File: config.mk
export PLATFORM = sky130hd
export DESIGN_NAME = htlp_hash
export DESIGN_NICKNAME = d
export VERILOG_FILES = /design/src/sv/htlp_pkg.sv /design/src/sv/htlp_hash.sv
export SDC_FILE = /design/constraint.sdc
export NUM_CORES = 1
export LEC_CHECK = 0
export BUFFER_PORTS_ARGS = -buffer_cell sky130_fd_sc_hd__buf_2
export CORE_MARGIN = 2
export CORE_UTILIZATION = 50
export DETAILED_ROUTE_END_ITERATION = 8
export GPL_ROUTABILITY_DRIVEN = 0
export PLACE_DENSITY_LB_ADDON = 0.25
export SYNTH_ARGS = -nofsm -noshare
export SYNTH_HDL_FRONTEND = slang
export SYNTH_SLANG_ARGS = --single-unit
File: constraint.sdc
create_clock -name clock -period 8.2 [get_ports clock]
set_input_delay 0.82 -clock clock [delete_from_list [all_inputs] [get_ports clock]]
set_output_delay 0.82 -clock clock [all_outputs]
set_load 0.05 [all_outputs]
File: src/sv/htlp_pkg.sv
// ----------------------------------------------------------------------------
// Hash table package
// Shared sizes, constants, codes and types of the linear probing hash table.
// ----------------------------------------------------------------------------
package htlp_pkg;

   localparam int TABLE_DEPTH = 256;
   localparam int IDX_BITS    = $clog2(TABLE_DEPTH);
   localparam int KEY_BYTES   = 8;
   localparam int KEY_BITS    = 8 * KEY_BYTES;
   localparam int LEN_BITS    = 4;
   localparam int VALUE_BITS  = 32;

   localparam logic [31:0] FNV_BASIS = 32'd2166136261;
   localparam logic [31:0] FNV_PRIME = 32'd16777619;

   typedef enum logic [2:0] {
      STATUS_INSERTED = 3'd0,
      STATUS_UPDATED  = 3'd1,
      STATUS_FULL     = 3'd2,
      STATUS_FOUND    = 3'd3,
      STATUS_MISS     = 3'd4
   } status_type;

   typedef struct packed {
      logic [KEY_BITS-1:0]   key;
      logic [LEN_BITS-1:0]   len;
      logic [VALUE_BITS-1:0] value;
   } entry_type;

   function automatic logic [KEY_BITS-1:0] key_mask(input logic [LEN_BITS-1:0] len);
      logic [KEY_BITS-1:0] mask;
      mask = '0;
      for (int i = 0; i < KEY_BYTES; i++) begin
         if (LEN_BITS'(i) < len) begin
            mask[8*i +: 8] = 8'hFF;
         end
      end
      return mask;
   endfunction

endpackage

File: src/sv/htlp_hash.sv
// ----------------------------------------------------------------------------
// FNV-1a hash unit
// Folds one key byte per cycle into a 32-bit FNV-1a hash.
// ----------------------------------------------------------------------------
module htlp_hash import htlp_pkg::*; (
   input  logic                clock,
   input  logic                reset,
   input  logic                start,
   input  logic [KEY_BITS-1:0] key,
   input  logic [LEN_BITS-1:0] len,
   output logic                done,
   output logic [31:0]         hash
);

   logic                run_ff, run_in;
   logic [31:0]         hash_ff, hash_in;
   logic [LEN_BITS-1:0] cnt_ff, cnt_in;
   logic [LEN_BITS-1:0] len_ff, len_in;
   logic [KEY_BITS-1:0] key_ff, key_in;
   logic [31:0]         mixed;

   assign mixed = hash_ff ^ {24'd0, key_ff[7:0]};
   assign done  = run_ff && (cnt_ff == len_ff);
   assign hash  = hash_ff;

   always_comb begin
      run_in  = run_ff;
      hash_in = hash_ff;
      cnt_in  = cnt_ff;
      len_in  = len_ff;
      key_in  = key_ff;
      if (start) begin
         run_in  = 1'b1;
         hash_in = FNV_BASIS;
         cnt_in  = '0;
         len_in  = len;
         key_in  = key;
      end else if (run_ff) begin
         if (cnt_ff == len_ff) begin
            run_in = 1'b0;
         end else begin
            hash_in = 32'(mixed * FNV_PRIME);
            cnt_in  = cnt_ff + LEN_BITS'(1);
            key_in  = key_ff >> 8;
         end
      end
   end

   always_ff @(posedge clock) begin
      if (reset) begin
         run_ff <= 1'b0;
      end else begin
         run_ff <= run_in;
      end
      hash_ff <= hash_in;
      cnt_ff  <= cnt_in;
      len_ff  <= len_in;
      key_ff  <= key_in;
   end

endmodule

=== Yosys cells after proc, flatten, opt, wreduce, memory -nomap -nowiden ===
Cells that the tools add are included.

* $add $sub $neg: 1
* Multiply operators: 1
* Equal/unequal tests: 2
* Multiplexer cells: 6
* Bitwise logic cells: 2
* Reductions and logical operators: 4

{| class="wikitable"
|+ Operators with widths
! operator !! count
|-
| 2-to-1 mux 64 bit || 3
|-
| multiplier 32 x 25 -> 32 bit, second input constant || 1
|-
| XOR 32 x 8 -> 32 bit || 1
|-
| adder 4 x 1 -> 4 bit, second input constant || 1
|-
| equality test 4 bit || 1
|-
| AND reduction 2 bit || 2
|-
| 2-to-1 mux 1 bit || 3
|-
| inequality test 2 bit, second input constant || 1
|-
| nonzero test 2 bit || 1
|-
| logical AND 1 bit || 1
|-
| NOT 1 bit || 1
|}

* Flip-flop bits (word level): 105
* Input port bits: 71
* Word-level logic and storage cells: 21

=== Depth between registers and ports, before layout ===
Gate-level depths: netlist (run 1).

* Depth after elaboration: 4
* Gate-level depth with buffers: 22
* Mapped depth without buffers: 22

=== Worst setup path before layout (run 1) ===
OpenSTA, ideal clock, no wires.

* Kind: register -> register
* Start point: register hash_ff[7], in the netlist hash[7]
* End point: register hash_ff[26], in the netlist hash[26]
* Library setup time: 0.115 ns
* Arrival: 5.266 ns
* Data required time: 8.085 ns
* Slack: 2.819 ns
* Stages on the path, launching flop included: 21
* Path buffers: 0
* Clock period less this slack: 5.381 ns
* Path through: dfxtp_1 xnor2_1 inv_1 ha_1 ha_1 fa_1 ha_1 fa_1 ha_1 inv_1 fa_1 inv_1 ha_1 a21oi_1 o21ai_0 o21ai_0 a21oi_1 a41o_1 a211oi_1 o21ai_0 and2_1

* Cells in the longest elaborated chain, start to end: 2

{| class="wikitable"
|+ RTL lines
! element !! RTL line !! RTL
|-
| start, declared || htlp_hash.sv:16 || <nowiki>logic [31:0] hash_ff, hash_in;</nowiki>
|-
| start signal, assigned || htlp_hash.sv:55 || <nowiki>hash_ff <= hash_in;</nowiki>
|-
| XOR 32 x 8 -> 32 bit || htlp_hash.sv:22 || <nowiki>assign mixed = hash_ff ^ {24'd0, key_ff[7:0]};</nowiki>
|-
| multiplier 32 x 25 -> 32 bit || htlp_hash.sv:42 || <nowiki>hash_in = 32'(mixed * FNV_PRIME);</nowiki>
|}

No other way between the ends.
A chain may end at the register's enable or synchronous reset.

=== Worst setup path in the final report (run 1) ===
* Start point: register key_ff[7]
* End point: register hash_ff[31], in the netlist hash[31]

* Cells in the longest elaborated chain, start to end: 2

{| class="wikitable"
|+ RTL lines
! element !! RTL line !! RTL
|-
| start, declared || htlp_hash.sv:19 || <nowiki>logic [KEY_BITS-1:0] key_ff, key_in;</nowiki>
|-
| start signal, assigned || htlp_hash.sv:58 || <nowiki>key_ff <= key_in;</nowiki>
|-
| XOR 32 x 8 -> 32 bit || htlp_hash.sv:22 ||
|-
| multiplier 32 x 25 -> 32 bit || htlp_hash.sv:42 ||
|}

No other way between the ends.

==> results of run 1 <==
## how the worst min path moves through the flow
stage,end,slack [ns],depth (start not counted)
4_1_cts,hash[3]$_SDFFE_PP0P_,0.49,2
5_1_grt,hash[3]$_SDFFE_PP0P_,0.52,2
3_5_place_dp,hash[3]$_SDFFE_PP0P_,0.47,2
2_1_floorplan,hash[29]$_SDFFE_PP0P_,0.47,2
3_3_place_gp,hash[3]$_SDFFE_PP0P_,0.47,2
6_report,hash[3]$_SDFFE_PP0P_,0.48,2
## synth_stat cells (all sizes together) (9+ instances only)
library cell | count | area [um^2]
a21oi | 34 | 185.2
and2 | 14 | 87.58
buf | 27 | 193.9
clkbuf | 18 | 67.56
dfxtp | 37 | 740.7
edfxtp | 68 | 2042
fa | 74 | 1481
ha | 182 | 2277
inv | 184 | 690.7
mux2 | 56 | 630.6
nand2 | 50 | 187.7
nand3 | 10 | 50.05
nor2 | 39 | 146.4
o211ai | 9 | 67.56
o21ai | 17 | 88.84
xnor2 | 36 | 315.3
xor2 | 20 | 175.2
## routing by layer
metal  track usage [%]  vias up  part of all wire, %  routed length (um)
met5                 0        -                    0                   0
met4             5.245        0                  1.7                 344
met3             3.793       25                  5.0                1030
met2             34.88      132                   48               10020
met1             26.57     3114                   45                9321
li1                  -     3285                    -                   -
## metrics by stage
step                util [%]  setup slack, ns  area (um^2)  instances  hold slack [ns]
floorplan                  -            2.819         9991        946           0.4677
detailed placement     54.29            2.176        10600       1272           0.4746
global route           55.91            1.880        10920       1288           0.5236
global placement       54.29            2.224        10600       1272           0.4696
finish                 55.91            2.209        10920       1288           0.4842
CTS                    55.91            2.156        10920       1288           0.4858
## state kept, by name, summed over array words and instances (netlist names)
| signal | count |
|---|---|
| hash | 32 |
| len_ff | 4 |
| cnt_ff | 4 |
| run_ff | 1 |
| key_ff | 64 |
## layout make-up
type	instances	area share, %
multi-input combinational	612	57.30
sequential	105	25.49
inverter	184	6.326
timing repair buffer	106	4.951
tap	265	3.037
clock buffer	9	2.063
clock inverter	7	0.8366
## cells by family (layout without fill, tap and decap cells)
family          after synthesis  after routing  synth area share [%]
buf+inv                     229            306                 9.530
mux                          57             57                 6.412
flops                       105            105                 27.85
simple gates                138            138                 6.325
xor+xnor                     56             56                 4.909
compound gates              105            105                 7.351
fa+ha+maj                   256            256                 37.62
## worst min-delay path: stages, from the launching register on
cell and delay, ns:
dfxtp_1 0.33, nand2_1 0.06, a21oi_1 0.05
==> metrics.csv, run 1 <==
metric,value,unit
multi_input_area,6256,um^2
finalWirelength,20720,um
die_w,145.4,um
end_kind,register,
cts_tree,built,
drive_above_1_share,18.67,%
htree_num_levels,3,
synth-seq-cells,105,
async_reset_ff_share,0,%
ys_warn_count,0,
drv_cap,0,
crit_buf_inv,3,
skew,0.01047,ns
path_clk_slew,0.08,ns
hold_buffers,0,
die_y,145.4,um
max_freq,0.1669,GHz
r2r-end,hash[31]$_SDFFE_PP1P_,
synth.distinct_cells,55,
worst_pin_slew,0.9899,ns
synth_fp_nets,1273,
drt_iter0_drc,362,
path_common_cell,ha_1,
slew_headroom,34.01,%
dieArea,21130,um^2
antenna_found_initial,1,
mostFrequentLayoutCells,"inv_1 (183), ha_1 (182), buf_2 (102), fa_1 (74), edfxtp_1 (68)",
ant_nets,0,
layout_commonest_cell,inv_1,
critPathRequiredTime,8.45,ns
path_max_fanout,6,
nets,1345,
antenna-diode-count,0,
period_share,73.06,%
syn-cell-area,9991,um^2
area_growth,9.280,%
ctsResizeCount,0,
coreArea,19530,um^2
grt_pass1_wl,34310,um
critical_path.startpoint,key_ff[7]$_DFFE_PP_,
wl_per_cell,16.09,um
max_stage_delay,0.52,ns
overflow,0,
setup_violations,0,
syn_area_per_cell,10.56,um^2
drc,0,
crit_family,adder cells,
rr_worst_depth,19,
cp_slowest_cell,fa_1,
pin_count,104,
ys_seq_area_share,27.85,%
status,"complete, no violations",
finalSetupTns,0,ns
min_period,5.991,ns
grt_max_degree,82,
synth-main-ff-cell,edfxtp_1,
worstSetupPathType,register to register,
start_kind,register,
cts_made_buffers,9,
clock-sinks,105,
timing.hold.worst.class,register to register,
cp-endpoint,hash[31]$_SDFFE_PP1P_,
grt_pass1_vias,6861,
rows,51,
synth_edf_count,68,
timing.rr.start,key_ff[7]$_DFFE_PP_,
final-seq-area,2783,um^2
hp-start,hash[3]$_SDFFE_PP0P_,
finalHoldViolations,0,
drv_slew,0,
io_buffers,103,
dp_hpwl,16420,um
firstDrtPassIters,4,
track_usage,20.31,%
cts_root_buf,clkbuf_16,
rsz0062_at_grt,false,
insertion_delay,0.36,ns
synth_cells,946,
vias_per_cell,5.090,
clockBufferDepth,2,
post_cts_buffers,0,
critPathArrivalTime,6.24,ns
path_cells,xnor2_1 > inv_1 > ha_1 > ha_1 > fa_1 > ha_1 > fa_1 > ha_1 > inv_1 > fa_1 > inv_1 > ha_1 > nand2_1 > nor3_1 > o2111ai_1 > a31oi_2 > o21ai_1 > or3b_1 > o311a_1,
cp_num_cells,19,
fillers,1717,
ff2ff_setup_slack,2.21,ns
initial_core_util,51.17,%
vias,6556,
Power of run 1 is not shown: default switching activity piles up to over one toggle a cycle in this logic, so the estimate is an artifact.
==> inputs of run 2 (changes only) <==
Clock period 8.2 ns to 6.2 ns, I/O delays scaled along.
==> metrics.csv, run 2 (same netlist as run 1, synthesis figures left out) <==
metric,value,unit,change
grt_max_degree,82,,unchanged
drc,0,,unchanged
path_max_fanout,6,,unchanged
drt_iter0_drc,285,,-21%
largest_register_ffs,64,,unchanged
ant_nets,0,,unchanged
min_period,5.670,ns,-0.3210 ns
path_clk_slew,0.08,ns,about the same
max_freq,0.1764,GHz,+5.7%
overflow,0,,unchanged
ctsResizeCount,0,,unchanged
mostFrequentLayoutCells,"inv_1 (183), ha_1 (182), buf_2 (102), fa_1 (74), edfxtp_1 (68)",,
die_y,145.4,um,unchanged
drv_slew,0,,unchanged
finalSetupTns,0,ns,unchanged
rsz0062_at_grt,false,,
firstDrtPassIters,5,,+1
timing.hold.worst.class,input port to register,,
slew_headroom,36.06,%,+2.1 points
worstSetupPathType,register to register,,
dp_hpwl,16450,um,+0.17%
rows,51,,unchanged
finalWirelength,20430,um,-1.4%
start_kind,register,,
htree_num_levels,3,,unchanged
layout_commonest_cell,inv_1,,
die_w,145.4,um,unchanged
grt_pass1_vias,6773,,-1.3%
end_kind,register,,
track_usage,20.11,%,-0.19 points
vias,6717,,+2.5%
cts_made_buffers,9,,unchanged
post_cts_buffers,0,,unchanged
hold_buffers,0,,unchanged
dieArea,21130,um^2,unchanged
critPathArrivalTime,5.93,ns,-0.31 ns
antenna_found_initial,1,,unchanged
io_buffers,103,,unchanged
vias_per_cell,5.179,,+1.7%
cts_root_buf,clkbuf_16,,
period_share,91.45,%,+18 points
drv_cap,0,,unchanged
status,"complete, no violations",,
antenna-diode-count,0,,unchanged
coreArea,19530,um^2,unchanged
critPathRequiredTime,6.46,ns,-1.99 ns
setup_violations,0,,unchanged
cts_tree,built,,
area_growth,9.906,%,
worst_pin_slew,0.9591,ns,-0.03082 ns
drive_above_1_share,19.38,%,+0.71 points
regMostFlops,key_ff,,
wl_per_cell,15.75,um,-2.1%
finalHoldViolations,0,,unchanged
nets,1354,,+0.67%
insertion_delay,0.36,ns,about the same
grt_pass1_wl,33910,um,-1.2%
skew,0.006846,ns,-0.003626 ns
pin_count,104,,unchanged
clockBufferDepth,2,,unchanged
clock-sinks,105,,unchanged
initial_core_util,51.17,%,unchanged
run 2: path summary, 6_finish.rpt:
check / start / end / slack, ns / cells after the start
max: key_ff[7]$_DFFE_PP_ / hash[30]$_SDFFE_PP0P_ / 0.53 / 20
min: reset / run_ff$_SDFF_PP0_ / 0.41 / 2
max reg2reg: key_ff[7]$_DFFE_PP_ / hash[30]$_SDFFE_PP0P_ / 0.53 / 20
min reg2reg: hash[3]$_SDFFE_PP0P_ / hash[3]$_SDFFE_PP0P_ / 0.49 / 2
run 2: critical path, cell delays in order (launching register included):
cell and delay, ns:
edfxtp_1 0.40, xnor2_1 0.31, inv_1 0.24, ha_1 0.24, ha_1 0.31, fa_1 0.44
ha_1 0.23, fa_1 0.49, ha_1 0.29, inv_1 0.05, fa_1 0.53, inv_1 0.04
ha_1 0.33, a21oi_1 0.38, o21ai_0 0.21, o21ai_0 0.19, a21oi_1 0.12, nand3_1 0.19
a21oi_1 0.12, o31a_1 0.29, o31ai_1 0.19
run 2: stage by stage:
step | instance area [um^2] | util (%) | hold slack, ns | instances | setup slack (ns)
after global placement | 10670 | 54.64 | 0.4727 | 1281 | 0.7065
after CTS | 10980 | 56.23 | 0.3987 | 1297 | 0.5127
final | 10980 | 56.23 | 0.4106 | 1297 | 0.5301
after floorplan | 9991 | - | 0.4677 | 946 | 0.8189
after detailed placement | 10670 | 54.64 | 0.4803 | 1281 | 0.5796
after global routing | 10980 | 56.23 | 0.4171 | 1297 | 0.1454
run 2: layout make-up:
type                    instances  area (um^2)
inverters                     184        690.7
repair buffers                115        608.1
fillers                      1762         8546
flip-flops and latches        105         2783
clock inverters                 7        86.33
multi-input cells             612         6256
clock buffers                   9        225.2
well taps                     265        331.6
run 2: routing by layer:
layer	up-vias	part of all wire (%)	global-route usage, %
li1	3314	-	-
met1	3263	45	26.53
met2	126	49	34.79
met3	14	4.5	3.386
met4	0	1.2	4.706
met5	-	0	0
Power of run 2 is left out for the same reason.
==> inputs of run 3 (changes only) <==
Settings changed: CORE_UTILIZATION 50 to 24, MAX_ROUTING_LAYER set to met4.
==> metrics.csv, run 3 (same netlist as run 1, synthesis figures left out) <==
metric,value,unit,change
overflow,0,,unchanged
worstSetupPathType,register to register,,
rsz0062_at_grt,false,,
cts_tree,built,,
end_kind,register,,
max_freq,0.1774,GHz,+0.59%
path_clk_slew,0.08,ns,about the same
htree_num_levels,3,,unchanged
layout_commonest_cell,inv_1,,
grt_pass1_wl,39610,um,+17%
status,"complete, no violations",,
ant_nets,0,,unchanged
postPlaceCellArea,11070,um^2,+3.7%
ctsResizeCount,0,,unchanged
coreArea,40920,um^2,+110%
period_share,90.91,%,-0.54 points
initial_core_util,24.41,%,-27 points
antenna_found_initial,7,,+6
timing.hold.worst.class,input port to register,,
die_y,208.0,um,+43%
worst_pin_slew,1.033,ns,+0.07353 ns
max_stage_delay,0.53,ns,about the same
setup_violations,0,,unchanged
fin_area,11380,um^2,+3.6%
skew,0.01404,ns,+0.007197 ns
vias,6614,,-1.5%
clockBufferDepth,2,,unchanged
finalWirelength,24550,um,+20%
cts_root_buf,clkbuf_16,,
dieArea,43280,um^2,+100%
wl_per_cell,15.53,um,-1.4%
finalHoldViolations,0,,unchanged
drt_iter0_drc,220,,-23%
start_kind,register,,
dp_hpwl,20120,um,+22%
nets,1362,,+0.59%
path_cells,xnor2_1 > inv_1 > ha_1 > ha_1 > fa_1 > ha_1 > fa_1 > ha_1 > inv_1 > fa_1 > inv_1 > ha_1 > a21oi_1 > o21a_1 > nor2_1 > o21bai_1 > a31oi_2 > o41ai_2 > mux2i_1 > nand2_1,,
die_w,208.0,um,+43%
slew_headroom,31.16,%,-4.9 points
path_max_fanout,6,,unchanged
instances_no_fill,1581,,+22%
finalSetupTns,0,ns,unchanged
dp.cells,1556,,+21%
post_cts_buffers,0,,unchanged
cp_slowest_cell,fa_1,,
track_usage,12.05,%,-8.1 points
pin_count,104,,unchanged
drc,0,,unchanged
regMostFlops,key_ff,,
drv_slew,0,,unchanged
cts_made_buffers,9,,unchanged
grt_max_degree,81,,-1.2%
min_period,5.637,ns,-0.03332 ns
io_buffers,103,,unchanged
largest_register_ffs,64,,unchanged
ff2ff_setup_slack,0.56,ns,+0.03 ns
clock-sinks,105,,unchanged
mostFrequentLayoutCells,"inv_1 (183), ha_1 (182), buf_2 (102), fa_1 (74), edfxtp_1 (68)",,
rows,74,,+45%
critPathRequiredTime,6.45,ns,about the same
hold_buffers,0,,unchanged
drive_above_1_share,20.00,%,+0.62 points
firstDrtPassIters,5,,unchanged
drv_cap,0,,unchanged
area_growth,13.88,%,
critPathArrivalTime,5.89,ns,-0.04 ns
grt_pass1_vias,7081,,+4.5%
vias_per_cell,4.183,,-19%
path_common_cell,ha_1,,
insertion_delay,0.36,ns,about the same
-- run 3: changes by cell type in the layout (fill, tap and decap cells not counted), sizes merged --
cell      change
diode         +9
buf           +8
clkinvlp      +1
clkbuf        +1
inv           -2
-- run 3: worst max-delay path, delay by kind of cell (launching register included) --
kind,cells,cell delay [ns]
buf+inv,3,0.26
compound gates,5,1.34
xor+xnor,1,0.32
mux,1,0.25
flops,1,0.38
fa+ha+maj,8,2.86
simple gates,2,0.10
-- run 3: worst paths after layout --
path / start / endpoint / cells past startpoint
worst max register to register: key_ff[7]$_DFFE_PP_ / hash[29]$_SDFFE_PP0P_ / 20
worst min-delay path: reset / run_ff$_SDFF_PP0_ / 2
worst max-delay path: key_ff[7]$_DFFE_PP_ / hash[29]$_SDFFE_PP0P_ / 20
worst min register to register: hash[3]$_SDFFE_PP0P_ / hash[3]$_SDFFE_PP0P_ / 2
-- run 3: routing by layer --
metal  global-route usage, %  vias up  routed length, um
met1                   15.56     3146              11840
met2                   18.90      112              10970
met4                   2.054        0                264
met3                   3.577       20               1476
li1                        -     3336                  -
met5                       -        -                  0
-- run 3: final cells by class --
class	count	area, um^2
Fill cell	4391	29550
Multi-Input combinational cell	612	6259
Sequential cell	105	2783
Inverter	184	690.7
Timing Repair Buffer	123	668.1
Tap cell	532	665.6
Clock buffer	10	229.0
Clock inverter	6	60.06
Antenna cell	9	22.52
-- run 3: metrics by stage --
step	worst slack, ns	hold slack [ns]	utilization, %
floorplan	0.8189	0.4677	-
detailed placement	0.5464	0.4789	27.04
global placement	0.6250	0.4662	27.04
CTS	0.5130	0.3939	27.75
finish	0.5634	0.4042	27.80
global route	0.1581	0.3968	27.79
Power of run 3 is left out for the same reason.
